<file path="src/rtl/core/cdl_ram.sv">
`timescale 1ns / 1ps
// ----------------------------------------------------------------------------
// cdl_ram: generic simple dual-port RAM
// One write port, one read port, read data registered.
// ----------------------------------------------------------------------------
module cdl_ram #(
  parameter int WIDTH = 32,
  parameter int DEPTH = 64
) (
  input  logic                     clk,
  input  logic                     we,
  input  logic [$clog2(DEPTH)-1:0] waddr,
  input  logic [WIDTH-1:0]         wdata,
  input  logic [$clog2(DEPTH)-1:0] raddr,
  output logic [WIDTH-1:0]         rdata
);

  logic [WIDTH-1:0] mem [DEPTH];

  always_ff @(posedge clk) begin
    if (we) begin
      mem[waddr] <= wdata;
    end
    rdata <= mem[raddr];
  end

endmodule

</file>
<file path="config.mk">
export PLATFORM = sky130hd
export DESIGN_NAME = cdl_ram
export DESIGN_NICKNAME = d
export VERILOG_FILES = /design/src/rtl/core/cdl_ram.sv
export SDC_FILE = /design/constraint.sdc
export NUM_CORES = 2
export LEC_CHECK = 0
export ABC_AREA = 1
export BUFFER_PORTS_ARGS = -buffer_cell sky130_fd_sc_hd__buf_2
export CAP_MARGIN = 25
export CORE_MARGIN = 3
export CORE_UTILIZATION = 50
export DETAILED_ROUTE_END_ITERATION = 8
export GPL_ROUTABILITY_DRIVEN = 0
export PLACE_DENSITY_LB_ADDON = 0.1
export SETUP_SLACK_MARGIN = 0.15
export SLEW_MARGIN = 30
export SYNTH_ARGS = -nofsm -noshare
export SYNTH_HDL_FRONTEND = slang
export SYNTH_SLANG_ARGS = --single-unit
</file>
<file path="constraint.sdc">
create_clock -name clk -period 5.7 [get_ports clk]
set_input_delay 0.285 -clock clk [delete_from_list [all_inputs] [get_ports clk]]
set_output_delay 0.285 -clock clk [all_outputs]
set_load 0.005 [all_outputs]
</file>
==> impl_results.md <==
* Relative slew slack at 0.3055
* Final cell utilization of the core at 0.5623
* Final setup violating endpoints at 0
* Hold crit path type: input port to flop
* Internal power consumption at 24480 µW
* WP buf/inv at 4
* Antenna-violating nets left at 0
* Pre-antenna DRT Iters at 5
* Time the worst path needs with I/O delays and setup at 2.818 ns
* Largest fanout on the critical path at 147
* Capture point of the worst path: rdata[21]
* Peak Freq at 354.8 MHz
* DRC viols at 0
* Final sum of negative setup slack at 0 ns
* Post-DP HPWL at 123.6 mm
* CTS max path bufs at 3
* Leading post-synthesis cells by cell area: sky130_fd_sc_hd__edfxtp_1, sky130_fd_sc_hd__nand3_1, sky130_fd_sc_hd__nand2_1
* Setup Buffers After CTS at 0
* #FFs+latches synth at 2080
* Origin of the critical flop-to-flop path: mem[32][14]
* Post-synth EDFFs at 2048
* Master cell of the clock root buffer: sky130_fd_sc_hd__clkbuf_16
* Worst-skew pair later-pin latency at 0.85 ns
* Critical path's slowest cell: sky130_fd_sc_hd__buf_12
* Worst setup startpoint: raddr[0]
* Most area-hungry cell type in the Yosys netlist: sky130_fd_sc_hd__edfxtp_1
* Worst-Margin Slew at 1.039 ns
* H-tree levels at 4
* Die outline height at 412.8 µm
* Stage delay of the slowest cell on the critical path at 0.58 ns
* Number of standard cells after synthesis at 6769
* Syn Nets at 6815
* Clock tree from TritonCTS: done
* Die Width at 412.8 µm
* Wire length of the first global-routing pass at 353.8 mm
* Synth top cells by count: sky130_fd_sc_hd__nand2_1, sky130_fd_sc_hd__edfxtp_1, sky130_fd_sc_hd__nand3_1
* Routed length per instance at 26.89 µm
* Most frequent cell after synthesis: sky130_fd_sc_hd__nand2_1
* Number of placed cells counting well taps at 8731
* Comb pwr share at 0.063
* Total routing resource utilization after global routing at 0.2870
* Power Dens Cells at 346.0 nW/µm²
* Fraction of layout instances using a drive strength above 1 at 0.08291
* Reg power frac at 0.534
* Warnings, synthesis at 0
* Metal1 wirelength at 100.8 mm
* Die Footprint at 170400 µm²
* Detailed-routed wire length on met3 at 20.67 mm
* Clock network fraction of total power at 0.403
* Clock Skew at 0.04488 ns
* Area Overhead vs Synth at 11.13%
* Critical Path, Cell by Cell: buf_8 -> inv_16 -> buf_12 -> buf_4 -> nand2_1 -> nand3_1 -> nand3_1 -> nand3_1 -> nand3_1 -> nand2_1 -> nand2_1 -> nand2_1
* Hold Vio Cnt, Final at 0
* RSZ-0062 raised after global routing: false
* Overall via count from detail_route at 53550
* Share of the synthesized area in the top cell type at 0.7433
* Total global routing overflow at 0
* R2r endpoint: rdata[14]
* Effective utilization at floorplan at 0.5060
* Setup crit end kind: flop
* Top Ports at 78
* Placeable Area at 163500 µm²
* Number of input and output port buffers inserted at 77
* Initial antenna violation count at 17
* Worst supply voltage drop on vdd at 0.0003240 V
* Part of the Yosys area used for sequential elements at 0.7510
* Signal arrival time at the worst endpoint at 3.57 ns
* Inserted Clock Buffers at 211
* Violation count after the first detailed-routing iteration at 7004
* Status: finished clean
* Hold-fix buffers at CTS at 0
* Ys flop type: sky130_fd_sc_hd__edfxtp_1
* Crit path required time at 6.45 ns
* Post_cts resized at 0
* Register-to-register setup slack at 3.78 ns
* Register-to-Register Path Depth at 8
* Critical path depth in cells at 12
* Max Used Layer: met5
* Max-cap violations at 0
* Pin count of the biggest net entering global routing at 170
* Number of global-route vias before repair at 50051
* Net switching fraction of the power at 0.2305
* Detailed-routed wire length on met2 at 114.9 mm
* Cell area after synthesis at 82740 µm²
* Sinks on Clock Net at 2080
* Non-Filler Instances at 9128
* Final Slew Violations at 0
* Clk slew on worst S/H paths at 0.06 ns
* Sum of routed wire length over all layers at 245.5 mm
* Async set-or-reset flop fraction in the synthesized netlist at 0
* Filler Cell Count at 13390
* Cell type group with the largest total delay on the critical path: buffers and inverters
* Number of distinct library cell variants in the gate-level netlist after synthesis at 16
* Net switching power at 7333 µW
* Crit Path Class: input port to flop
* Average cell area after synthesis at 12.22 µm²
* Fraction of the cycle the final worst path needs at 0.4944
* Number of placement rows at 148
* Vias per cell at 5.867
* Nets at 6816
* Kind of start point of the critical path: input port
* Total leakage power at 0.03220 µW
==> routing by layer <==
metal / vias up / GRT usage
li1: 24142 / -
met1: 26606 / 0.4070
met2: 2423 / 0.4501
met3: 375 / 0.04668
met4: 4 / 0.1066
met5: - / 0
==> cells by family (layout without fill, tap and decap cells) <==
family,after synthesis,after routing,synth area share
buffers and inverters,461,639,0.02779
AND/OR/NAND/NOR,4228,4228,0.2212
flip-flops,2080,2080,0.7510
other,0,6,0
==> how the worst min path moves through the flow <==
stage,from,to,cells after the start
final,raddr[5],rdata[12],4
after global routing,raddr[5],rdata[12],4
after CTS,raddr[5],rdata[12],4
after detailed placement,rdata[30],rdata[30],1
after global placement,rdata[4],rdata[4],1
after floorplan,wdata[0],mem[0][0],0
==> final cells by class <==
cell class | instances | area, µm² | area share
Multi-Input combinational cell | 4228 | 18770 | 0.2041
Clock inverter | 112 | 684.4 | 0.007443
Timing Repair Buffer | 237 | 1897 | 0.02063
Clock buffer | 278 | 5637 | 0.06130
Antenna cell | 6 | 15.01 | 0.0001633
Tap cell | 2175 | 2721 | 0.02960
Sequential cell | 2080 | 62140 | 0.6758
Inverter | 12 | 83.83 | 0.0009117
==> registers in the layout, summed over array words and instances, names as in the netlist <==
signal,cells
mem,2048
rdata,32
==> tightest hold or removal path, cell delays in order <==
cell                      delay (ns)
sky130_fd_sc_hd__buf_2          0.10
sky130_fd_sc_hd__buf_4          0.28
sky130_fd_sc_hd__nand2_1        0.14
sky130_fd_sc_hd__nand2_1        0.04
==> cells in the final DEF, fill, tap and decap left out <==
cell / count
sky130_fd_sc_hd__nor2_4: 56
sky130_fd_sc_hd__clkbuf_1: 61
sky130_fd_sc_hd__inv_1: 6
sky130_fd_sc_hd__dfxtp_1: 32
sky130_fd_sc_hd__nand3_1: 1907
sky130_fd_sc_hd__edfxtp_1: 2048
sky130_fd_sc_hd__bufinv_16: 4
sky130_fd_sc_hd__buf_8: 3
sky130_fd_sc_hd__inv_8: 2
sky130_fd_sc_hd__nand2_1: 2248
sky130_fd_sc_hd__clkinv_16: 1
sky130_fd_sc_hd__inv_4: 1
sky130_fd_sc_hd__buf_4: 138
sky130_fd_sc_hd__buf_2: 72
sky130_fd_sc_hd__diode_2: 6
sky130_fd_sc_hd__clkbuf_8: 3
sky130_fd_sc_hd__clkinv_1: 60
sky130_fd_sc_hd__clkinvlp_4: 2
sky130_fd_sc_hd__buf_6: 3
sky130_fd_sc_hd__clkinv_8: 4
sky130_fd_sc_hd__inv_16: 2
sky130_fd_sc_hd__buf_12: 19
sky130_fd_sc_hd__nand4_1: 9
sky130_fd_sc_hd__buf_16: 1
sky130_fd_sc_hd__nor4_2: 8
sky130_fd_sc_hd__clkbuf_16: 215
sky130_fd_sc_hd__inv_6: 3
sky130_fd_sc_hd__clkinv_2: 39
==> power by group through the flow <==
stage | Clock (µW) | Sequential (µW) | Combinational [µW]
2_1_floorplan | 0 | 17300 | 1040
3_3_place_gp | 0 | 17300 | 1970
3_5_place_dp | 0 | 17300 | 1990
4_1_cts | 13000 | 17000 | 1990
5_1_grt | 13600 | 17000 | 2150
6_report | 12800 | 17000 | 2000
==> stage by stage <==
| stage | hold slack, ns | instance area, µm² | power [µW] | setup slack [ns] |
|---|---|---|---|---|
| 2_1_floorplan | 0.3839 | 82740 | 18330 | 1.285 |
| 5_1_grt | 0.07735 | 91930 | 32760 | 2.674 |
| 3_3_place_gp | 0.6609 | 85550 | 19280 | 1.940 |
| 6_report | 0.1007 | 91950 | 31820 | 2.882 |
| 3_5_place_dp | 0.6668 | 85590 | 19300 | 1.942 |
| 4_1_cts | 0.01503 | 91910 | 32000 | 2.875 |
Power figures use the tool's default switching activity.
