File: src/rtl/core/cdl_pkg.sv
`timescale 1ns / 1ps
// ----------------------------------------------------------------------------
// cdl_pkg: shared types and constants of the Chebyshev derivative line
// Widths of the line store, the recurrence sums and the scaled results, the
// configuration register indexes and the sequencer state type.
// ----------------------------------------------------------------------------
package cdl_pkg;

  localparam int MAX_LINE  = 64;
  localparam int ADDR_W    = $clog2(MAX_LINE);
  localparam int LEN_W     = $clog2(MAX_LINE) + 1;
  localparam int COEF_W    = 32;
  localparam int SCALE_W   = 32;
  localparam int SUM_W     = 46;
  localparam int DERIV_W   = 48;
  localparam int SHORT_MIN = 5;   // lines shorter than this give all-zero results

  localparam int CFG_IDX_W = 1;
  localparam int CFG_W     = 32;
  localparam logic [CFG_IDX_W-1:0] REG_LINE_LENGTH    = 1'b0;
  localparam logic [CFG_IDX_W-1:0] REG_INTERVAL_SCALE = 1'b1;

  localparam logic [LEN_W-1:0]   LINE_LENGTH_RST    = LEN_W'(MAX_LINE);
  localparam logic [SCALE_W-1:0] INTERVAL_SCALE_RST = SCALE_W'(65536);

  typedef enum logic [1:0] {
    ST_IDLE,
    ST_RECUR,
    ST_EMIT
  } seq_state_t;

  // one step of the backward recurrence
  typedef struct packed {
    logic              clear;
    logic              valid;
    logic [ADDR_W-1:0] k;
  } recur_step_t;

  // tag travelling alongside a result read from the derivative store
  typedef struct packed {
    logic              valid;
    logic [ADDR_W-1:0] idx;
    logic              last;
    logic              zero;
  } emit_tag_t;

endpackage

File: src/rtl/core/cdl_seq.sv
`timescale 1ns / 1ps
// ----------------------------------------------------------------------------
// cdl_seq: line sequencer
// Counts loads, runs the backward recurrence addresses and the emission reads.
// ----------------------------------------------------------------------------
module cdl_seq (
  input  logic                             clk,
  input  logic                             rst_n,
  input  logic                             start,
  output logic                             busy,
  input  logic [cdl_pkg::LEN_W-1:0]        line_length,
  output logic                             coef_we,
  output logic [cdl_pkg::ADDR_W-1:0]       coef_waddr,
  output logic [cdl_pkg::ADDR_W-1:0]       coef_raddr,
  output logic                             deriv_we,
  output logic [cdl_pkg::ADDR_W-1:0]       deriv_waddr,
  output logic [cdl_pkg::ADDR_W-1:0]       deriv_raddr,
  output cdl_pkg::recur_step_t             step,
  output cdl_pkg::emit_tag_t               tag
);
  import cdl_pkg::*;

  seq_state_t        state_r, state_nxt;
  logic [LEN_W-1:0]  load_count_r, load_count_nxt;
  logic [LEN_W-1:0]  n_r, n_nxt;
  logic [ADDR_W-1:0] rd_k_r, rd_k_nxt;
  logic              issuing_r, issuing_nxt;
  logic              s1_valid_r, s1_valid_nxt;
  logic [ADDR_W-1:0] s1_k_r, s1_k_nxt;
  logic [ADDR_W-1:0] em_idx_r, em_idx_nxt;

  logic [LEN_W-1:0]  eff_n;
  logic              line_done;
  logic              accept;
  logic              complete;
  logic [ADDR_W-1:0] n_last;
  logic              em_last;

  // clamp the configured length into 1..MAX_LINE
  always_comb begin
    if (line_length == '0) begin
      eff_n = LEN_W'(1);
    end else if (line_length > LEN_W'(MAX_LINE)) begin
      eff_n = LEN_W'(MAX_LINE);
    end else begin
      eff_n = line_length;
    end
  end

  assign line_done = (load_count_r + LEN_W'(1)) >= eff_n;
  // the completing load waits until the previous line has left the store
  assign busy      = (state_r == ST_RECUR) || ((state_r == ST_EMIT) && line_done);
  assign accept    = start && !busy;
  assign complete  = accept && line_done;
  assign n_last    = ADDR_W'(n_r - LEN_W'(1));
  assign em_last   = (em_idx_r == n_last);

  // next state
  always_comb begin
    state_nxt = state_r;
    case (state_r)
      ST_IDLE: begin
        if (complete) begin
          state_nxt = (eff_n >= LEN_W'(SHORT_MIN)) ? ST_RECUR : ST_EMIT;
        end
      end
      ST_RECUR: begin
        if (s1_valid_r && (s1_k_r == '0)) begin
          state_nxt = ST_EMIT;
        end
      end
      ST_EMIT: begin
        if (em_last) begin
          state_nxt = ST_IDLE;
        end
      end
      default: state_nxt = ST_IDLE;
    endcase
  end

  // counters
  always_comb begin
    load_count_nxt = load_count_r;
    n_nxt          = n_r;
    rd_k_nxt       = rd_k_r;
    issuing_nxt    = issuing_r;
    s1_valid_nxt   = (state_r == ST_RECUR) && issuing_r;
    s1_k_nxt       = rd_k_r;
    em_idx_nxt     = em_idx_r;
    if (accept) begin
      load_count_nxt = line_done ? '0 : load_count_r + LEN_W'(1);
    end
    if (complete) begin
      n_nxt       = eff_n;
      rd_k_nxt    = ADDR_W'(eff_n - LEN_W'(2));
      issuing_nxt = 1'b1;
      em_idx_nxt  = '0;
    end else if (state_r == ST_RECUR && issuing_r) begin
      rd_k_nxt = rd_k_r - ADDR_W'(1);
      if (rd_k_r == '0) begin
        issuing_nxt = 1'b0;
      end
    end else if (state_r == ST_EMIT) begin
      em_idx_nxt = em_idx_r + ADDR_W'(1);
    end
  end

  // outputs
  always_comb begin
    coef_we     = accept;
    coef_waddr  = load_count_r[ADDR_W-1:0];
    coef_raddr  = rd_k_r + ADDR_W'(1);
    deriv_we    = (state_r == ST_RECUR) && (s1_valid_r || issuing_r);
    deriv_waddr = s1_valid_r ? s1_k_r : n_last;
    deriv_raddr = em_idx_r;
    step.clear  = complete;
    step.valid  = (state_r == ST_RECUR) && s1_valid_r;
    step.k      = s1_k_r;
    tag.valid   = (state_r == ST_EMIT);
    tag.idx     = em_idx_r;
    tag.last    = em_last;
    tag.zero    = (n_r < LEN_W'(SHORT_MIN));
  end

  always_ff @(posedge clk) begin
    if (!rst_n) begin
      state_r      <= ST_IDLE;
      load_count_r <= '0;
      issuing_r    <= 1'b0;
      s1_valid_r   <= 1'b0;
    end else begin
      state_r      <= state_nxt;
      load_count_r <= load_count_nxt;
      issuing_r    <= issuing_nxt;
      s1_valid_r   <= s1_valid_nxt;
    end
  end

  always_ff @(posedge clk) begin
    n_r      <= n_nxt;
    rd_k_r   <= rd_k_nxt;
    s1_k_r   <= s1_k_nxt;
    em_idx_r <= em_idx_nxt;
  end

  a_recur_busy: assert property (@(posedge clk) disable iff (!rst_n)
    (state_r == ST_RECUR) |-> busy)
    else $error("load taken during recurrence");

  a_deriv_addr: assert property (@(posedge clk) disable iff (!rst_n)
    deriv_we |-> ({1'b0, deriv_waddr} < n_r))
    else $error("derivative write beyond line length");

  a_emit_end: assert property (@(posedge clk) disable iff (!rst_n)
    (state_r == ST_EMIT && em_last) |=> (state_r == ST_IDLE))
    else $error("emission did not end after last index");

endmodule

File: config.mk
export PLATFORM = sky130hd
export DESIGN_NAME = cdl_seq
export DESIGN_NICKNAME = d
export VERILOG_FILES = /design/src/rtl/core/cdl_pkg.sv /design/src/rtl/core/cdl_seq.sv
export SDC_FILE = /design/constraint.sdc
export NUM_CORES = 1
export LEC_CHECK = 0
export BUFFER_PORTS_ARGS = -buffer_cell sky130_fd_sc_hd__buf_2
export CORE_MARGIN = 2
export CORE_UTILIZATION = 40
export DETAILED_ROUTE_END_ITERATION = 6
export RECOVER_POWER = 25
export SYNTH_ARGS = -nofsm -noshare
export SYNTH_HDL_FRONTEND = slang
export SYNTH_SLANG_ARGS = --single-unit
File: constraint.sdc
create_clock -name clk -period 4 [get_ports clk]
set_clock_uncertainty 0.05 [all_clocks]
set_input_delay 0.4 -clock clk [delete_from_list [all_inputs] [get_ports clk]]
set_output_delay 0.4 -clock clk [all_outputs]
set_load 0.05 [all_outputs]
==> qor.yml, run 1 <==
die_x_um: 80.2
start_util_pct: 41.7
fin_crit_ps: 3660
cellPowerDensity_nw_per_um2: 413
grt-ovfl-total: 0
ys_seq_area_share_pct: 36.6
areaGrowthSynthToFinish_pct: 14.4
wire_per_inst_um: 13.8
clockRootBuffer: "clkbuf_8"
die_y_um: 80.2
max_cap_violations: 0
rows: 27
layout.nets: 324
drive_gt1_share_pct: 23.0
ys_seq_elements: 36
start_kind: "register"
crit_fanout: 15
period_share_pct: 91.4
holdPathStages: 2
cts_buffers: 5
avgSynthCellArea_um2: 9.01
power_switching_mw: 0.417
slew_violations: 0
whs_ps: 404
fin_tns_setup_ps: 0
synth_cell_types: 46
ir_drop_v: 0.000188
hp-class: "in -> reg"
rr_startpoint: "load_count_r[0]"
switching_share_pct: 38.0
num_vias: 1872
viasPerCell: 5.03
place_area_um2: 2550
worstPathRequired_ps: 3550
grt_pass1_wl_um: 8490
clk_path_buf_depth: 2
clkTransAtPathRegs_ps: 80
rsz0062_at_grt: "no"
first_global_vias: 1753
die-area_um2: 6430
synth_area_leaders: "dfxtp_1, edfxtp_1, ha_1"
p_leak_nw: 1.15
fillCellCount: 574
final_hold_viol_count: 0
r2r_slack_ps: 730
antenna_cells: 0
numClockSinks: 36
worstPathArrival_ps: 3210
portBuffers: 53
end_kind: "output port"
pwr-share-clk_pct: 29.0
report.final.setup_viol: 0
drt_iter0_markers: 97
p_comb_share_pct: 30.2
detail_route.first_pass.iterations: 4
drcViolationCount: 0
internal_power_mw: 0.681
h-tree-depth: 2
relSlewSlack_pct: 60.3
final_cell_area_um2: 2660
seq_area_um2: 851
place_hpwl_um: 3920
holdPathEnd: "issuing_r"
grt_max_degree: 16
wirelength_um: 5120
synth_top_cell_by_area: "dfxtp_1"
min_from: "rst_n"
place.gp.congestion: 0.763
io_pins: 54
criticalPathCategory: "reg -> out"
antenna_found_initial: 0
reg2reg_to: "rd_k_r[5]"
outcome: "completed"
tightest_slew_ps: 598
syn_inst: 258
synth_area_um2: 2320
pwr-share-seq_pct: 40.8
synth_top_area_share_pct: 19.8
ant_nets: 0
clk_latency_ps: 290
multi_input_area_um2: 1260
cts_tree: "done"
core_um2: 5570
grt_use_total_pct: 17.3
syn_nets: 283
worstRegToRegCells: 13
clock.fmax_mhz: 273
synth_warnings: 0
==> per-stage QoR <==
stage                     util, %  cells  setup WS [ps]  total power [mW]
after CTS                    47.7    370            183              1.11
after global placement       45.7    362            682             0.788
final                        47.7    372            343              1.10
after floorplan                 -    258            702             0.739
after global routing         47.7    372           52.5              1.15
after detailed placement     45.7    362            525             0.792
==> routing by layer <==
| layer | up-vias | wire (um) | track usage, % |
|---|---|---|---|
| li1 | 947 | - | - |
| met1 | 869 | 2490 | 23.2 |
| met2 | 48 | 2310 | 27.3 |
| met3 | 8 | 255 | 4.27 |
| met4 | 0 | 71 | 5.59 |
| met5 | - | 0 | 0 |
==> state kept, by name (all words and copies together) (netlist names) <==
| name | cells |
|---|---|
| deriv_raddr | 6 |
| issuing_r | 1 |
| load_count_r | 7 |
| n_r | 7 |
| rd_k_r | 6 |
| s1_k_r | 6 |
| s1_valid_r | 1 |
| state_r | 2 |
==> synth_stat cells (all sizes together) <==
master	n
nand2	30
dfxtp	23
nor2	21
buf	16
inv	16
ha	15
xnor2	15
xor2	15
edfxtp	13
a21oi	10
nand3	10
nor3	10
clkbuf	8
mux2i	8
mux2	7
o21ai	6
nand4	4
a31oi	3
and3	2
nand2b	2
nor2b	2
nor3b	2
o21a	2
or2	2
or3	2
a211oi	1
a21o	1
a221oi	1
a22oi	1
and2	1
maj3	1
nor4	1
o211ai	1
o21bai	1
o311ai	1
o31ai	1
o32ai	1
or4	1
or4b	1
==> kinds of logic (layout without fill, tap and decap cells) <==
group | count (synthesis) | after routing | synth area share [%]
AOI/OAI and AO/OA | 30 | 30 | 8.46
DFF | 36 | 36 | 36.6
adders and majority gates | 16 | 16 | 8.56
and+or+nand+nor | 91 | 91 | 19.1
buffers and inverters | 40 | 82 | 9.15
muxes | 15 | 15 | 6.84
xor gates and xnor gates | 30 | 30 | 11.3
==> worst max path at each step <==
stage | startpoint | end | slack, ps | cells past startpoint
floorplan | load_count_r[0] | coef_we | 700 | 10
global placement | line_length[3] | step[7] | 680 | 11
detailed placement | load_count_r[0] | step[7] | 530 | 9
CTS | load_count_r[0] | step[7] | 180 | 9
global route | load_count_r[0] | coef_we | 50 | 11
finish | load_count_r[0] | coef_we | 340 | 11
==> worst max-delay path: stages (launching register included) <==
cell and delay [ps]:
dfxtp_1 410, ha_1 250, nand3_1 170, nor2_1 260, xor2_1 180, ha_1 270, nand2_1 90, nor2_1 50
a211oi_1 350, o21ai_4 210, a21oi_1 340, buf_2 330
==> cell usage in the layout, fill, tap and decap left out, drive strengths merged, types with 2 or more instances in the layout <==
cell type / count
dfxtp: 23
mux2i: 8
nand2b: 2
mux2: 7
xnor2: 15
o21a: 2
buf: 47
a31oi: 3
or3: 2
a21oi: 10
nor3: 10
and3: 2
nand3: 10
nor3b: 2
edfxtp: 13
ha: 15
o21ai: 6
clkbuf: 17
nor2b: 2
nand2: 30
nor2: 21
inv: 16
nand4: 4
xor2: 15
or2: 2
==> repair_timing <==
item,4_1_cts,5_1_grt
buffers inserted,0,2
hold buffers,0,0
resized for setup,0,0
endpoints found under the setup margin,0,1
==> area by class of cell <==
class | count | share of cell area (%)
Clock buffer | 6 | 2.73
Clock inverter | 2 | 1.32
Inverter | 16 | 2.26
Multi-Input combinational cell | 182 | 47.4
Sequential cell | 36 | 32.0
Tap cell | 72 | 3.39
Timing Repair Buffer | 58 | 10.9
==> power by group through the flow <==
stage | clock network [mW] | registers, mW | logic, mW
3_3_place_gp | 0 | 0.456 | 0.332
3_5_place_dp | 0 | 0.457 | 0.335
5_1_grt | 0.340 | 0.454 | 0.359
4_1_cts | 0.327 | 0.448 | 0.336
6_report | 0.319 | 0.448 | 0.332
2_1_floorplan | 0 | 0.509 | 0.229
No activity file was read; power rests on OpenSTA's default activity.
==> run 2, diff against run 1 <==
==> constraint.sdc (replaced) <==
create_clock -name clk -period 3.46 [get_ports clk]
set_clock_uncertainty 0.05 [all_clocks]
set_input_delay 0.346 -clock clk [delete_from_list [all_inputs] [get_ports clk]]
set_output_delay 0.346 -clock clk [all_outputs]
set_load 0.05 [all_outputs]
==> qor.yml, run 2 (synthesis gave the netlist of run 1 again) <==
internal_power_mw: 0.789  # +16%
hp-class: "in -> reg"
antenna_found_initial: 0  # unchanged
report.final.setup_viol: 0  # unchanged
cp_common_cell: "ha_1"
criticalPathCategory: "reg -> out"
cts_tree: "done"
grt_pass1_wl_um: 8200  # -3.4%
worstPathBufferInverterCount: 1  # unchanged
io_pins: 54  # unchanged
setup_slack_ps: 218  # -125 ps
rr_startpoint: "load_count_r[1]"
p_total_mw: 1.28  # +17%
start_util_pct: 41.7  # unchanged
cellPowerDensity_nw_per_um2: 479  # +16%
place_hpwl_um: 3930  # +0.22%
wire_per_inst_um: 14.0  # +1.9%
outcome: "completed"
pwr-share-clk_pct: 29.4  # +0.4 points
grt-ovfl-total: 0  # unchanged
clockRootBuffer: "clkbuf_8"
period_share_pct: 93.7
post-route-util_pct: 48.0  # +0.36 points
rows: 27  # unchanged
detail_route.first_pass.iterations: 4  # unchanged
relSlewSlack_pct: 59.8  # -0.51 points
grt_max_degree: 22  # +6
holdPathStages: 3  # +1
drt_iter0_markers: 40  # -59%
fin_crit_ps: 3240
cp_top_family: "simple AND/OR/NAND/NOR gates"
p_leak_nw: 1.15  # -0.25%
most-common-layout-cells: "buf_2, nand2_1, dfxtp_1"
crit_chain: "ha_1 > nand3_1 > nor2_2 > xor2_1 > ha_1 > nand4_1 > o21ai_4 > nor3b_4 > clkbuf_4"
slew_violations: 0  # unchanged
die_x_um: 80.2  # unchanged
tightest_slew_ps: 605  # +7.61 ps
pwr-share-seq_pct: 40.5  # -0.3 points
r2r_slack_ps: 360  # -370 ps
holdPathEnd: "load_count_r[0]"
worstPathArrival_ps: 2850  # -360 ps
die-area_um2: 6430  # unchanged
ant_nets: 0  # unchanged
switching_share_pct: 38.5  # +0.45 points
antenna_cells: 0  # unchanged
top_regs: "load_count_r x7, n_r x7"
worstRegToRegCells: 10  # -3
reg2reg_to: "rd_k_r[0]"
clock.fmax_mhz: 308
final_common_cell: "buf_2"
wirelength_um: 5190  # +1.4%
portBuffers: 53  # unchanged
drcViolationCount: 0  # unchanged
fin_tns_setup_ps: 0  # unchanged
cts_buffers: 5  # unchanged
place.gp.congestion: 0.777  # +1.8%
fillCellCount: 579  # +0.87%
core_um2: 5570  # unchanged
clk_path_buf_depth: 2  # unchanged
die_y_um: 80.2  # unchanged
grt_use_total_pct: 16.6  # -0.70 points
path_depth: 9  # -2
start_kind: "register"
end_kind: "output port"
h-tree-depth: 2  # unchanged
drive_gt1_share_pct: 24.5  # +1.5 points
min_from: "rst_n"
holdBufCountCts: 0  # unchanged
clk_latency_ps: 300  # about the same
areaGrowthSynthToFinish_pct: 15.2
worstPathRequired_ps: 3060  # -490 ps
layout.nets: 322  # -0.62%
ir_drop_v: 0.000249  # +32%
max_stage_delay_ps: 390  # -20 ps
cp_slowest_cell: "dfxtp_1"
max_cap_violations: 0  # unchanged
first_global_vias: 1677  # -4.3%
clkTransAtPathRegs_ps: 90  # about the same
final_hold_viol_count: 0  # unchanged
numClockSinks: 36  # unchanged
viasPerCell: 5.08  # +0.92%
num_vias: 1879  # +0.37%
power_switching_mw: 0.493  # +18%
p_comb_share_pct: 30.1  # about the same
pre_cts_ws_ps: 309  # -216 ps
crit_fanout: 8  # -7
run 2: power by group through the flow:
| stage | Clock [mW] | Sequential [mW] | Combinational [mW] |
|---|---|---|---|
| floorplan | 0 | 0.589 | 0.265 |
| global placement | 0 | 0.528 | 0.387 |
| detailed placement | 0 | 0.529 | 0.389 |
| CTS | 0.384 | 0.519 | 0.390 |
| global route | 0.404 | 0.527 | 0.415 |
| finish | 0.377 | 0.519 | 0.386 |
run 2: cell type report:
type | instances | area (um^2) | share of cell area [%]
multi-input combinational | 182 | 1270 | 47.5
tap | 72 | 90.1 | 3.36
clock buffer | 5 | 68.8 | 2.57
timing repair buffer | 56 | 293 | 10.9
sequential | 36 | 852 | 31.8
inverter | 16 | 60.1 | 2.24
clock inverter | 3 | 42.5 | 1.59
run 2: how the worst max path moves through the flow:
stage	from	end	slack, ps
global placement	load_count_r[0]	coef_we	400
global route	load_count_r[1]	busy	-40
floorplan	load_count_r[0]	load_count_r[2]	160
detailed placement	load_count_r[0]	coef_we	310
finish	load_count_r[1]	step[7]	220
CTS	load_count_r[0]	coef_we	20
run 2: metal layers:
| metal | part of all wire (%) | track usage, % | routed length (um) |
|---|---|---|---|
| met1 | 48 | 23.5 | 2520 |
| met2 | 46 | 25.8 | 2400 |
| met3 | 4.4 | 3.71 | 230 |
| met4 | 0.83 | 3.56 | 43 |
| met5 | 0 | 0 | 0 |
run 2: worst min-delay path: cells and delay by family:
family,cells,cell delay (ps)
buffers and inverters,1,170
AND/OR/NAND/NOR,1,90
AO/OA/AOI/OAI,1,60
run 2: through the flow:
step | hold slack (ps) | std cells | cell area, um^2
CTS | 304 | 370 | 2680
floorplan | 296 | 258 | 2320
detailed placement | 423 | 362 | 2560
global placement | 432 | 362 | 2560
global route | 339 | 370 | 2680
finish | 342 | 370 | 2680
run 2: repair_timing:
action,CTS,global route
buffers inserted,0,0
setup endpoints to repair,1,3
pin swaps,0,0
cloned,0,0
resized for setup,1,5
