<file path="config.mk">
export PLATFORM = sky130hd
export DESIGN_NAME = cdl_recur
export DESIGN_NICKNAME = d
export VERILOG_FILES = /design/src/rtl/core/cdl_pkg.sv /design/src/rtl/core/cdl_recur.sv
export SDC_FILE = /design/constraint.sdc
export NUM_CORES = 1
export LEC_CHECK = 0
export ABC_AREA = 1
export BUFFER_PORTS_ARGS = -buffer_cell sky130_fd_sc_hd__buf_2
export CORE_AREA = 2 2 207 148
export DETAILED_ROUTE_END_ITERATION = 8
export DIE_AREA = 0 0 209 150
export PLACE_DENSITY = 0.72
export SLEW_MARGIN = 20
export SYNTH_ARGS = -nofsm -noshare
export SYNTH_HDL_FRONTEND = slang
export SYNTH_SLANG_ARGS = --single-unit
</file>
<file path="constraint.sdc">
create_clock -name clk -period 8.8 [get_ports clk]
set_input_delay 0.88 -clock clk [delete_from_list [all_inputs] [get_ports clk]]
set_output_delay 0.88 -clock clk [all_outputs]
set_load 0.01 [all_outputs]
</file>
<file path="src/rtl/core/cdl_pkg.sv">
`timescale 1ns / 1ps
// ----------------------------------------------------------------------------
// cdl_pkg: shared types and constants of the Chebyshev derivative line
// Widths of the line store, the recurrence sums and the scaled results, the
// configuration register indexes and the sequencer state type.
// ----------------------------------------------------------------------------
package cdl_pkg;

  localparam int MAX_LINE  = 64;
  localparam int ADDR_W    = $clog2(MAX_LINE);
  localparam int LEN_W     = $clog2(MAX_LINE) + 1;
  localparam int COEF_W    = 32;
  localparam int SCALE_W   = 32;
  localparam int SUM_W     = 46;
  localparam int DERIV_W   = 48;
  localparam int SHORT_MIN = 5;   // lines shorter than this give all-zero results

  localparam int CFG_IDX_W = 1;
  localparam int CFG_W     = 32;
  localparam logic [CFG_IDX_W-1:0] REG_LINE_LENGTH    = 1'b0;
  localparam logic [CFG_IDX_W-1:0] REG_INTERVAL_SCALE = 1'b1;

  localparam logic [LEN_W-1:0]   LINE_LENGTH_RST    = LEN_W'(MAX_LINE);
  localparam logic [SCALE_W-1:0] INTERVAL_SCALE_RST = SCALE_W'(65536);

  typedef enum logic [1:0] {
    ST_IDLE,
    ST_RECUR,
    ST_EMIT
  } seq_state_t;

  // one step of the backward recurrence
  typedef struct packed {
    logic              clear;
    logic              valid;
    logic [ADDR_W-1:0] k;
  } recur_step_t;

  // tag travelling alongside a result read from the derivative store
  typedef struct packed {
    logic              valid;
    logic [ADDR_W-1:0] idx;
    logic              last;
    logic              zero;
  } emit_tag_t;

endpackage

</file>
<file path="src/rtl/core/cdl_recur.sv">
`timescale 1ns / 1ps
// ----------------------------------------------------------------------------
// cdl_recur: backward recurrence datapath
// Keeps the even and odd running sums and forms d[k] for the store.
// ----------------------------------------------------------------------------
module cdl_recur (
  input  logic                         clk,
  input  cdl_pkg::recur_step_t         step,
  input  logic [cdl_pkg::COEF_W-1:0]   coef,
  output logic [cdl_pkg::DERIV_W-1:0]  wdata
);
  import cdl_pkg::*;

  localparam int TERM_W = COEF_W + LEN_W + 1;

  logic signed [SUM_W-1:0]  sum_r [2];
  logic signed [SUM_W-1:0]  sum_nxt;
  logic        [LEN_W-1:0]  kp1;
  logic signed [TERM_W-1:0] prod;
  logic signed [SUM_W-1:0]  term;
  logic signed [SUM_W-1:0]  dval;

  assign kp1  = {1'b0, step.k} + LEN_W'(1);
  // c[k+1] * (k+1); doubled by the shift below
  assign prod = $signed(coef) * $signed({1'b0, kp1});
  assign term = SUM_W'(prod) <<< 1;
  assign sum_nxt = sum_r[step.k[0]] + term;
  // halve d[0] with floor
  assign dval = (step.k == '0) ? (sum_nxt >>> 1) : sum_nxt;
  // the first write of a line is d[N-1] = 0
  assign wdata = step.valid ? DERIV_W'(dval) : '0;

  always_ff @(posedge clk) begin
    if (step.clear) begin
      sum_r[0] <= '0;
      sum_r[1] <= '0;
    end else if (step.valid) begin
      sum_r[step.k[0]] <= sum_nxt;
    end
  end

endmodule

</file>
==> reports/metrics.cfg, run 1 <==
[detailed_routing]
vias = 14857
routedWlPerCell_um = 17.9
wl_um = 49000
vias_per_cell = 5.41
drt-initial-drc-count = 1347
first_pass_iters = 5
ant_nets = 0
drc = 0

[critical_path]
cp.depth = 35
cp_top_family = adder cells
worstSetupEndpointType = primary output
worst-path-buf-inv = 9
critPathLaunch = step[0]
critPathMaxFanout = 29
slowest_delay_ns = 0.51
path_class = in2out
crit_slowest_cell = fa_1
critical_path.endpoint = wdata[34]
rr_worst_depth = 14
reg2reg_from = sum_r[1][1]$_SDFFCE_PN0P_
start_kind = input port
rr_endpoint = sum_r[1][29]$_SDFFCE_PN0P_
reg2reg_slack_ns = 5.57
worstPathRequired_ns = 7.92
critPathArrivalTime_ns = 7.72

[timing]
fin_worst_skew_ns = 0.00691
fin_crit_sh_pct = 97.7
max_freq_mhz = 116
finalSetupViolations = 0
maxSlewHeadroom_pct = 52.4
hold_viol_final = 0
rsz0062_at_grt = true
final.setup.tns_ns = 0
fin_crit_ns = 8.60
tightestPinTransition_ns = 0.714
hold_ws_ns = 0.573
final-max-slew-violation-count = 0

[floorplan]
die_h_um = 150
core_sq_um = 29500
io-pin-count = 89
die_area_sq_um = 31400
die-width_um = 209
row_count = 53
start_util_pct = 54.1

[yosys]
synth_area_sq_um = 16000
ys.flop_type = edfxtp_1
synth-seq-area-share_pct = 17.3
async_reset_ff_share_pct = 0
avgSynthCellArea_sq_um = 7.06
synth_edf_count = 92
synth_nets = 2596
postSynthCellCount = 2261
ys_types = 50
ys_seq_elements = 92
yosysWarningCount = 0

[final_layout]
nets = 2690
multi_input_area_sq_um = 11800
area_growth_syn_to_layout_pct = 12.3
largest_reg_flops = 92
biggestRegsByFlops = sum_r: 92 flops
regArea_sq_um = 2760
top_register = sum_r
drive_gt1_share_pct = 14.4
design_area_sq_um = 17900
final_cells = 2745
antenna-diode-count = 0
nFillCells = 2811

[placed_design]
numPortBuffers = 88
routabilityCongestion = 1.05
placed_area_sq_um = 17100
dp_cells = 2720
dp_hpwl_um = 40000

[global_routing]
grt_pass1_wl_um = 76700
antenna_found_initial = 0
grt_max_degree = 53
grt_util_all_layers_pct = 31.9
grt_pass1_vias = 14278
grt_remaining_overflow = 0

[clock_network]
clk_pin_slew_ns = 0.07
tritoncts = built
cts_max_path_buffers = 2
htreeDepth = 3
clock_latency_ns = 0.38
cts-hold-fix-buffers = 0
cts_buffers = 9
cts-root-buf = clkbuf_16
cts_num_sinks = 92

[run_status]
status = finished clean

[min_path]
holdCritPathClass = reg2reg
hold_depth = 2

[flow_run]
max-cap-violations = 0

==> metal layers <==
layer,vias up,share of wire [%],GRT usage [%]
li1,7147,-,-
met1,7165,48,47.4
met2,512,43,48.6
met3,33,8.1,6.76
met4,0,0.94,4.89
met5,-,0,0
==> kinds of logic (layout without fill, tap and decap cells) <==
kind of cell | after synthesis | count (layout) | share of synthesized area, %
and+or+nand+nor | 1037 | 1037 | 26.7
buffers and inverters | 505 | 604 | 12.0
adders and majority gates | 294 | 294 | 30.9
AOI/OAI and AO/OA | 269 | 269 | 9.43
DFF | 92 | 92 | 17.3
xor gates and xnor gates | 64 | 64 | 3.74
==> cells in the mapped netlist (8+ instances only) <==
cell type	instances	area share (%)
fa_1	167	21
nand2_2	13	0.51
o21ai_0	76	2.4
a21oi_1	117	3.7
inv_2	12	0.28
nand3_1	60	1.9
nor2_2	20	0.78
inv_1	434	10
nor2_1	434	10
clkbuf_1	49	1.2
xor2_1	40	2.2
nand2_1	454	11
nor3_1	8	0.25
ha_1	127	9.9
edfxtp_1	92	17
nand4_1	17	0.67
o21bai_1	8	0.38
o21ai_1	18	0.56
a31oi_1	15	0.59
xnor2_1	19	1.0
==> per-stage QoR <==
| step | setup WS (ns) | utilization (%) |
|---|---|---|
| after floorplan | 0.965 | - |
| after global placement | 0.0744 | 57.8 |
| after detailed placement | 0.104 | 57.8 |
| after CTS | 0.0576 | 58.8 |
| after global routing | -0.121 | 60.8 |
| final | 0.201 | 60.8 |
==> worst reg2reg max path, stage by stage (launching register included) <==
cell and delay (ns):
edfxtp_1 0.36, nand2_1 0.07, nand2_1 0.07, ha_1 0.26, fa_1 0.54, nand3_1 0.16
nand2_2 0.14, nand2_1 0.11, o211ai_2 0.22, nand2_1 0.12, nand2_1 0.15, a21oi_1 0.27
xor2_2 0.27, buf_4 0.18, nor2_1 0.04
==> final cells by class <==
cell class / instances / share of cell area (%)
Clock inverter: 7 / 0.419
Inverter: 446 / 9.35
Tap cell: 385 / 2.69
Sequential cell: 92 / 15.4
Timing Repair Buffer: 142 / 5.04
Multi-Input combinational cell: 1664 / 65.8
Clock buffer: 9 / 1.26
==> layout by cell type, fill, tap and decap left out, types with 15 or more instances in the layout <==
master    count
nand4_1      17
nor2_2       39
nand2_1     445
xor2_1       36
fa_1        165
inv_1       431
xnor2_1      18
buf_2        88
a21oi_2      15
o21ai_0      70
edfxtp_1     92
a21oi_1     105
ha_1        109
nor2_1      410
nand2_2      22
o21ai_1      19
buf_4        48
nand3_1      50
==> how the worst min path moves through the flow <==
stage,slack [ns],startpoint,end
CTS,0.58,sum_r[1][0]$_SDFFCE_PN0P_,sum_r[1][0]$_SDFFCE_PN0P_
floorplan,0.53,sum_r[1][0]$_SDFFCE_PN0P_,sum_r[1][0]$_SDFFCE_PN0P_
global placement,0.54,sum_r[1][0]$_SDFFCE_PN0P_,sum_r[1][0]$_SDFFCE_PN0P_
global route,0.63,sum_r[1][0]$_SDFFCE_PN0P_,sum_r[1][0]$_SDFFCE_PN0P_
detailed placement,0.56,sum_r[1][0]$_SDFFCE_PN0P_,sum_r[1][0]$_SDFFCE_PN0P_
finish,0.57,sum_r[1][0]$_SDFFCE_PN0P_,sum_r[1][0]$_SDFFCE_PN0P_
==> repair_timing <==
action	in CTS	in global routing
setup buffers	0	9
resized for setup	0	127
setup endpoints to repair	0	32
endpoints found under the hold margin	0	0
Power of run 1 is not shown: default switching activity piles up to over one toggle a cycle in this logic, so the estimate is an artifact.
==> run 2: changes to the inputs <==
- ABC_AREA: 1 -> not set
- CORE_AREA: 2 2 207 148 -> 2 2 199 143
- DIE_AREA: 0 0 209 150 -> 0 0 201 145
==> run 2 against run 1 <==
- the run now ends with negative setup slack left
- first-iteration DRC count decreased by 52%
- global-route usage decreased by 4.7 points
- sequential share of layout area decreased by 0.94 points
- routed wire length decreased by 18%
- critical path depth increased by 3
- hold slack improved by 0.0088 ns
- clock-buffer cell count unchanged
- die area decreased by 7.0%
==> reports/metrics.cfg, run 2 <==
[run_status]
status = finished, violations left
violations = negative setup slack

[final_layout]
drive_gt1_share_pct = 31.5  ; +17 points
top_register = sum_r
mostFrequentLayoutCell = buf_4
area_growth_syn_to_layout_pct = 29.3
final_cell_mix = 232 x buf_4, 210 x nor2_1, 193 x inv_1
multi_input_area_sq_um = 12100  ; +2.4%
antenna-diode-count = 0  ; unchanged
regArea_sq_um = 2760  ; unchanged
biggestRegsByFlops = sum_r: 92 flops
nets = 2272  ; -16%
largest_reg_flops = 92  ; unchanged
final_cells = 2313  ; -16%
nFillCells = 2052  ; -27%

[yosys]
synth.area.mux_share_pct = 4.35  ; +4.4 points
yosys-top-cells-count = 220 x nor2_1, 200 x inv_1, 167 x fa_1
synth_fa_ha_area_share_pct = 33.4  ; +2.5 points
synthTopCellsByArea = fa_1 23%, edfxtp_1 19%, ha_1 11%
ys.flop_type = edfxtp_1
synth_nets = 1969  ; -24%
ys_seq_elements = 92  ; unchanged
postSynthCellCount = 1634  ; -28%
synth_edf_count = 92  ; unchanged
yosysTopAreaCell = fa_1
synthSimpleGateAreaFrac_pct = 20.0  ; -6.6 points
synth-seq-area-share_pct = 18.7  ; +1.4 points
synth_area_sq_um = 14800  ; -7.5%
avgSynthCellArea_sq_um = 9.04  ; +28%
yosysWarningCount = 0  ; unchanged
synth_top_area_share_pct = 22.6  ; +1.7 points
synth-xor-area-share_pct = 5.10  ; +1.4 points
synth_compound_area_share_pct = 11.7  ; +2.3 points
synth.most_common_cell = nor2_1
synth_top_family_by_area = adder cells
ys_types = 71  ; +42%
async_reset_ff_share_pct = 0  ; unchanged

[detailed_routing]
drc = 0  ; unchanged
routedWlPerCell_um = 17.4  ; -2.6%
vias = 12670  ; -15%
first_pass_iters = 5  ; unchanged
drt-initial-drc-count = 648  ; -52%
wl_um = 40300  ; -18%
ant_nets = 0  ; unchanged
vias_per_cell = 5.48  ; +1.2%

[critical_path]
cp_top_family = adder cells
worst-path-buf-inv = 12  ; +3
critPathArrivalTime_ns = 8.08  ; +0.36 ns
worstSetupEndpointType = primary output
crit_top_cell = nand2_1
critPathMaxFanout = 7  ; -76%
path_class = in2out
crit_slowest_cell = fa_1
slowest_delay_ns = 0.57  ; +0.06 ns
start_kind = input port
worstPathRequired_ns = 7.92  ; about the same

[timing]
tightestPinTransition_ns = 1.05  ; +0.332 ns
fin_crit_ns = 8.96  ; +0.363 ns
setup_ws_ns = -0.162  ; -0.363 ns
hold_viol_final = 0  ; unchanged
rsz0062_at_grt = true
max_freq_mhz = 112  ; -4.1%
maxSlewHeadroom_pct = 30.2  ; -22 points
final-max-slew-violation-count = 0  ; unchanged
fin_crit_sh_pct = 102  ; +4.1 points
finalSetupViolations = 12  ; +12
fin_worst_skew_ns = 0.0111  ; +0.00417 ns

[global_routing]
grt_busiest_layer = met2
grt_max_degree = 71  ; +34%
antenna_found_initial = 0  ; unchanged
grt_remaining_overflow = 0  ; unchanged
grt_pass1_wl_um = 64100  ; -16%
grt_util_all_layers_pct = 27.2  ; -4.7 points
grt.met1_usage_pct = 34.9  ; -12 points
grt_util_met3_pct = 3.64  ; -3.1 points
use_met2_pct = 48.4  ; -0.18 points
grt_pass1_vias = 13130  ; -8.0%

[min_path]
holdCritPathClass = reg2reg

[clock_network]
cts-hold-fix-buffers = 0  ; unchanged
cts_num_sinks = 92  ; unchanged
clock_latency_ns = 0.36  ; -0.02 ns
tritoncts = built
cts_buffers = 9  ; unchanged
cts-root-buf = clkbuf_16
clk_pin_slew_ns = 0.07  ; about the same
htreeDepth = 3  ; unchanged
cts_max_path_buffers = 2  ; unchanged

[floorplan]
die-width_um = 201  ; -3.8%
io-pin-count = 89  ; unchanged
die_h_um = 145  ; -3.3%
die_area_sq_um = 29100  ; -7.0%
core_sq_um = 27200  ; -7.7%
row_count = 51  ; -3.8%
start_util_pct = 54.2  ; +0.099 points

[placed_design]
dp_cells = 2239  ; -18%
dp_hpwl_um = 28900  ; -28%
dp_slack_ns = -0.546  ; -0.649 ns
routabilityCongestion = 0.889  ; -16%
numPortBuffers = 88  ; unchanged

[flow_run]
max-cap-violations = 0  ; unchanged

[run 2: cell types whose count changed in the layout (fill, tap and decap cells not counted), sizes merged, moves of 55 or more]
cell	before	now
and2	5	92
buf	142	350
inv	448	202
mux2	0	55
nand2	467	69
nor2	455	222
nor2b	0	123
[run 2: area by class of cell]
class	instances	area share, %
Multi-Input combinational cell	1282	63.3
Sequential cell	92	14.5
Timing Repair Buffer	352	14.0
Inverter	200	3.93
Tap cell	371	2.43
Clock buffer	9	1.18
Clock inverter	7	0.635
[run 2: worst reg2reg max path: stages, from the launching register on]
cell	delay, ns
edfxtp_1	0.36
mux2_2	0.27
ha_1	0.23
fa_1	0.43
a21o_1	0.19
a21boi_1	0.24
o31ai_2	0.17
o21ai_4	0.27
a21oi_4	0.12
buf_6	0.14
a21o_1	0.18
a21o_1	0.19
buf_4	0.14
buf_4	0.12
buf_4	0.12
xnor2_1	0.18
nor2_1	0.07
[run 2: what timing repair did]
item / in CTS / in global routing
cloned: 1 / 2
setup buffers: 29 / 35
gates resized for setup: 89 / 179
pin swaps: 72 / 130
endpoints found under the setup margin: 23 / 33
[run 2: final timing paths]
path | from | to | slack (ns) | cells past startpoint
setup / recovery | step[0] | wdata[44] | -0.16 | 38
hold / removal | sum_r[0][0]$_SDFFCE_PN0P_ | sum_r[0][0]$_SDFFCE_PN0P_ | 0.58 | 2
setup reg to reg | sum_r[1][1]$_SDFFCE_PN0P_ | sum_r[0][31]$_SDFFCE_PN0P_ | 5.14 | 16
hold reg to reg | sum_r[0][0]$_SDFFCE_PN0P_ | sum_r[0][0]$_SDFFCE_PN0P_ | 0.58 | 2
[run 2: routing by layer]
layer | share of wire [%] | vias up
met1 | 43 | 6316
li1 | - | 5976
met4 | 2.3 | 0
met2 | 50 | 301
met5 | 0 | -
met3 | 4.1 | 77
[run 2: stage by stage]
step	util [%]	setup TNS [ns]	hold slack [ns]	instance area [sq um]
after floorplan	-	0	0.531	14800
after detailed placement	62.6	-6.07	0.565	17100
after CTS	66.1	-0.0706	0.582	18000
after global routing	70.1	-6.32	0.638	19100
final	70.1	-0.563	0.582	19100
after global placement	62.6	-3.24	0.551	17100
[run 2: kinds of logic after synthesis]
family / count (synthesis)
AOI/OAI and AO/OA: 255
muxes: 57
buffers and inverters: 260
xor gates and xnor gates: 86
and+or+nand+nor: 590
DFF: 92
adders and majority gates: 294
Power of run 2 is left out for the same reason.
==> run 3: changes to the inputs <==
- GPL_TIMING_DRIVEN: not set -> 0
==> run 3 against run 2 <==
- the flow still finishes with violations (negative setup slack)
- largest cell class unchanged
- die area unchanged
- first-iteration DRC count increased by 33%
- design area decreased by 3.1%
- core utilization shrank 2.1 points
- critical path type unchanged
- hold slack worse by 0.0055 ns
==> reports/metrics.cfg, run 3 (synthesis gave the netlist of run 2 again) <==
[run_status]
status = finished, violations left
violations = negative setup slack

[floorplan]
die_h_um = 145  ; unchanged
io-pin-count = 89  ; unchanged
start_util_pct = 54.2  ; unchanged
die_area_sq_um = 29100  ; unchanged
core_sq_um = 27200  ; unchanged
row_count = 51  ; unchanged
die-width_um = 201  ; unchanged

[timing]
rsz0062_at_grt = true
hold_ws_ns = 0.576  ; -0.00552 ns
fin_worst_skew_ns = 0.00951  ; -0.00157 ns
max_freq_mhz = 109  ; -2.4%
hold_viol_final = 0  ; unchanged
tightestPinTransition_ns = 1.01  ; -0.0333 ns
finalSetupViolations = 18  ; +6
maxSlewHeadroom_pct = 32.4  ; +2.2 points
fin_crit_ns = 9.18  ; +0.218 ns
fin_crit_sh_pct = 104  ; +2.5 points
final-max-slew-violation-count = 0  ; unchanged
setup_ws_ns = -0.380  ; -0.218 ns

[final_layout]
final_cell_mix = 208 x nor2_1, 194 x inv_1, 163 x fa_1
top_register = sum_r
largest_reg_flops = 92  ; unchanged
mostFrequentLayoutCell = nor2_1
drive_gt1_share_pct = 27.6  ; -3.9 points
nets = 2181  ; -4.0%
design_area_sq_um = 18500  ; -3.1%
nFillCells = 2113  ; +3.0%
antenna-diode-count = 0  ; unchanged
biggestRegsByFlops = sum_r: 92 flops
area_growth_syn_to_layout_pct = 25.3
fin_util_pct = 68.0  ; -2.1 points

[min_path]
holdCritPathClass = reg2reg
hold_depth = 2  ; unchanged

[detailed_routing]
wl_um = 42700  ; +6.0%
first_pass_iters = 6  ; +1
drc = 0  ; unchanged
ant_nets = 0  ; unchanged
drt-initial-drc-count = 865  ; +33%
vias = 12573  ; -0.77%
routedWlPerCell_um = 19.2  ; +10%
vias_per_cell = 5.66  ; +3.3%

[clock_network]
cts_num_sinks = 92  ; unchanged
cts-hold-fix-buffers = 0  ; unchanged
tritoncts = built
cts_buffers = 9  ; unchanged
cts-root-buf = clkbuf_16
clk_pin_slew_ns = 0.06  ; about the same
htreeDepth = 3  ; unchanged
cts_max_path_buffers = 2  ; unchanged
clock_latency_ns = 0.36  ; about the same

[critical_path]
critPathArrivalTime_ns = 8.30  ; +0.22 ns
rr_worst_depth = 16  ; unchanged
slowest_delay_ns = 0.58  ; about the same
start_kind = input port
critPathMaxFanout = 6  ; -1
path_class = in2out
worstPathRequired_ns = 7.92  ; about the same
worstSetupEndpointType = primary output
cp.depth = 37  ; -2.6%
crit_slowest_cell = fa_2
worst-path-buf-inv = 8  ; -4
cp_top_family = adder cells

[global_routing]
grt_max_degree = 47  ; -34%
antenna_found_initial = 0  ; unchanged
grt_pass1_vias = 12656  ; -3.6%
grt_remaining_overflow = 0  ; unchanged
grt_util_all_layers_pct = 28.7  ; +1.6 points
grt_pass1_wl_um = 66100  ; +3.1%

[placed_design]
dp_slack_ns = -1.98  ; -1.43 ns
dp_hpwl_um = 30500  ; +5.6%
placed_area_sq_um = 15700  ; -8.0%
numPortBuffers = 88  ; unchanged
routabilityCongestion = 0.916  ; +3.1%

[flow_run]
max-cap-violations = 0  ; unchanged

## run 3: cell count changes in the layout (fill, tap and decap cells not counted), sizes merged, moves of 2 or more
cell | before | now
clkinvlp | 0 | 2
buf | 350 | 217
inv | 202 | 199
clkbuf | 10 | 54
bufinv | 3 | 1
clkinv | 2 | 4
## run 3: repair_timing
action | 4_1_cts | 5_1_grt
resized for setup | 216 | 131
cloned | 2 | 0
buffers inserted | 72 | 47
pin swaps | 90 | 100
setup endpoints to repair | 67 | 29
## run 3: area by class of cell
class / count / area [sq um] / area share, %
inverter: 200 / 754 / 4.07
tap: 371 / 464 / 2.51
sequential: 92 / 2760 / 14.9
multi-input combinational: 1282 / 12400 / 66.9
clock buffer: 10 / 229 / 1.24
buffer: 53 / 387 / 2.09
timing repair buffer: 208 / 1470 / 7.93
clock inverter: 6 / 55.1 / 0.297
## run 3: worst paths after layout
kind / from / end / slack, ns
worst min-delay path: sum_r[0][0]$_SDFFCE_PN0P_ / sum_r[0][0]$_SDFFCE_PN0P_ / 0.58
worst max register to register: sum_r[0][1]$_SDFFCE_PN0P_ / sum_r[1][39]$_SDFFCE_PN0P_ / 5.06
worst min register to register: sum_r[0][0]$_SDFFCE_PN0P_ / sum_r[0][0]$_SDFFCE_PN0P_ / 0.58
worst max-delay path: step[0] / wdata[43] / -0.38
## run 3: worst reg2reg max path: stages (launching register included)
cell	delay [ns]
edfxtp_1	0.38
mux2_2	0.27
ha_1	0.22
fa_1	0.42
a21o_1	0.20
a21boi_1	0.24
o31ai_2	0.15
o21ai_4	0.28
a21oi_4	0.13
a31oi_4	0.32
o21bai_1	0.13
a21oi_1	0.18
xor2_1	0.18
buf_4	0.16
buf_4	0.11
buf_4	0.09
nor2_1	0.03
## run 3: stage by stage
step	std cells	TNS, ns
global route	2222	-7.29
floorplan	1634	0
detailed placement	2093	-68.78
global placement	2093	-64.10
finish	2222	-3.49
CTS	2177	-1.29
## run 3: layer usage
layer  part of all wire, %  vias to the layer above  GRT usage (%)
met5                     0                        -              0
met4                   2.3                        0           7.44
met3                   7.0                       71           5.08
met2                    47                      446           46.9
met1                    44                     6261           39.7
li1                      -                     5795              -
Power of run 3 is left out for the same reason.
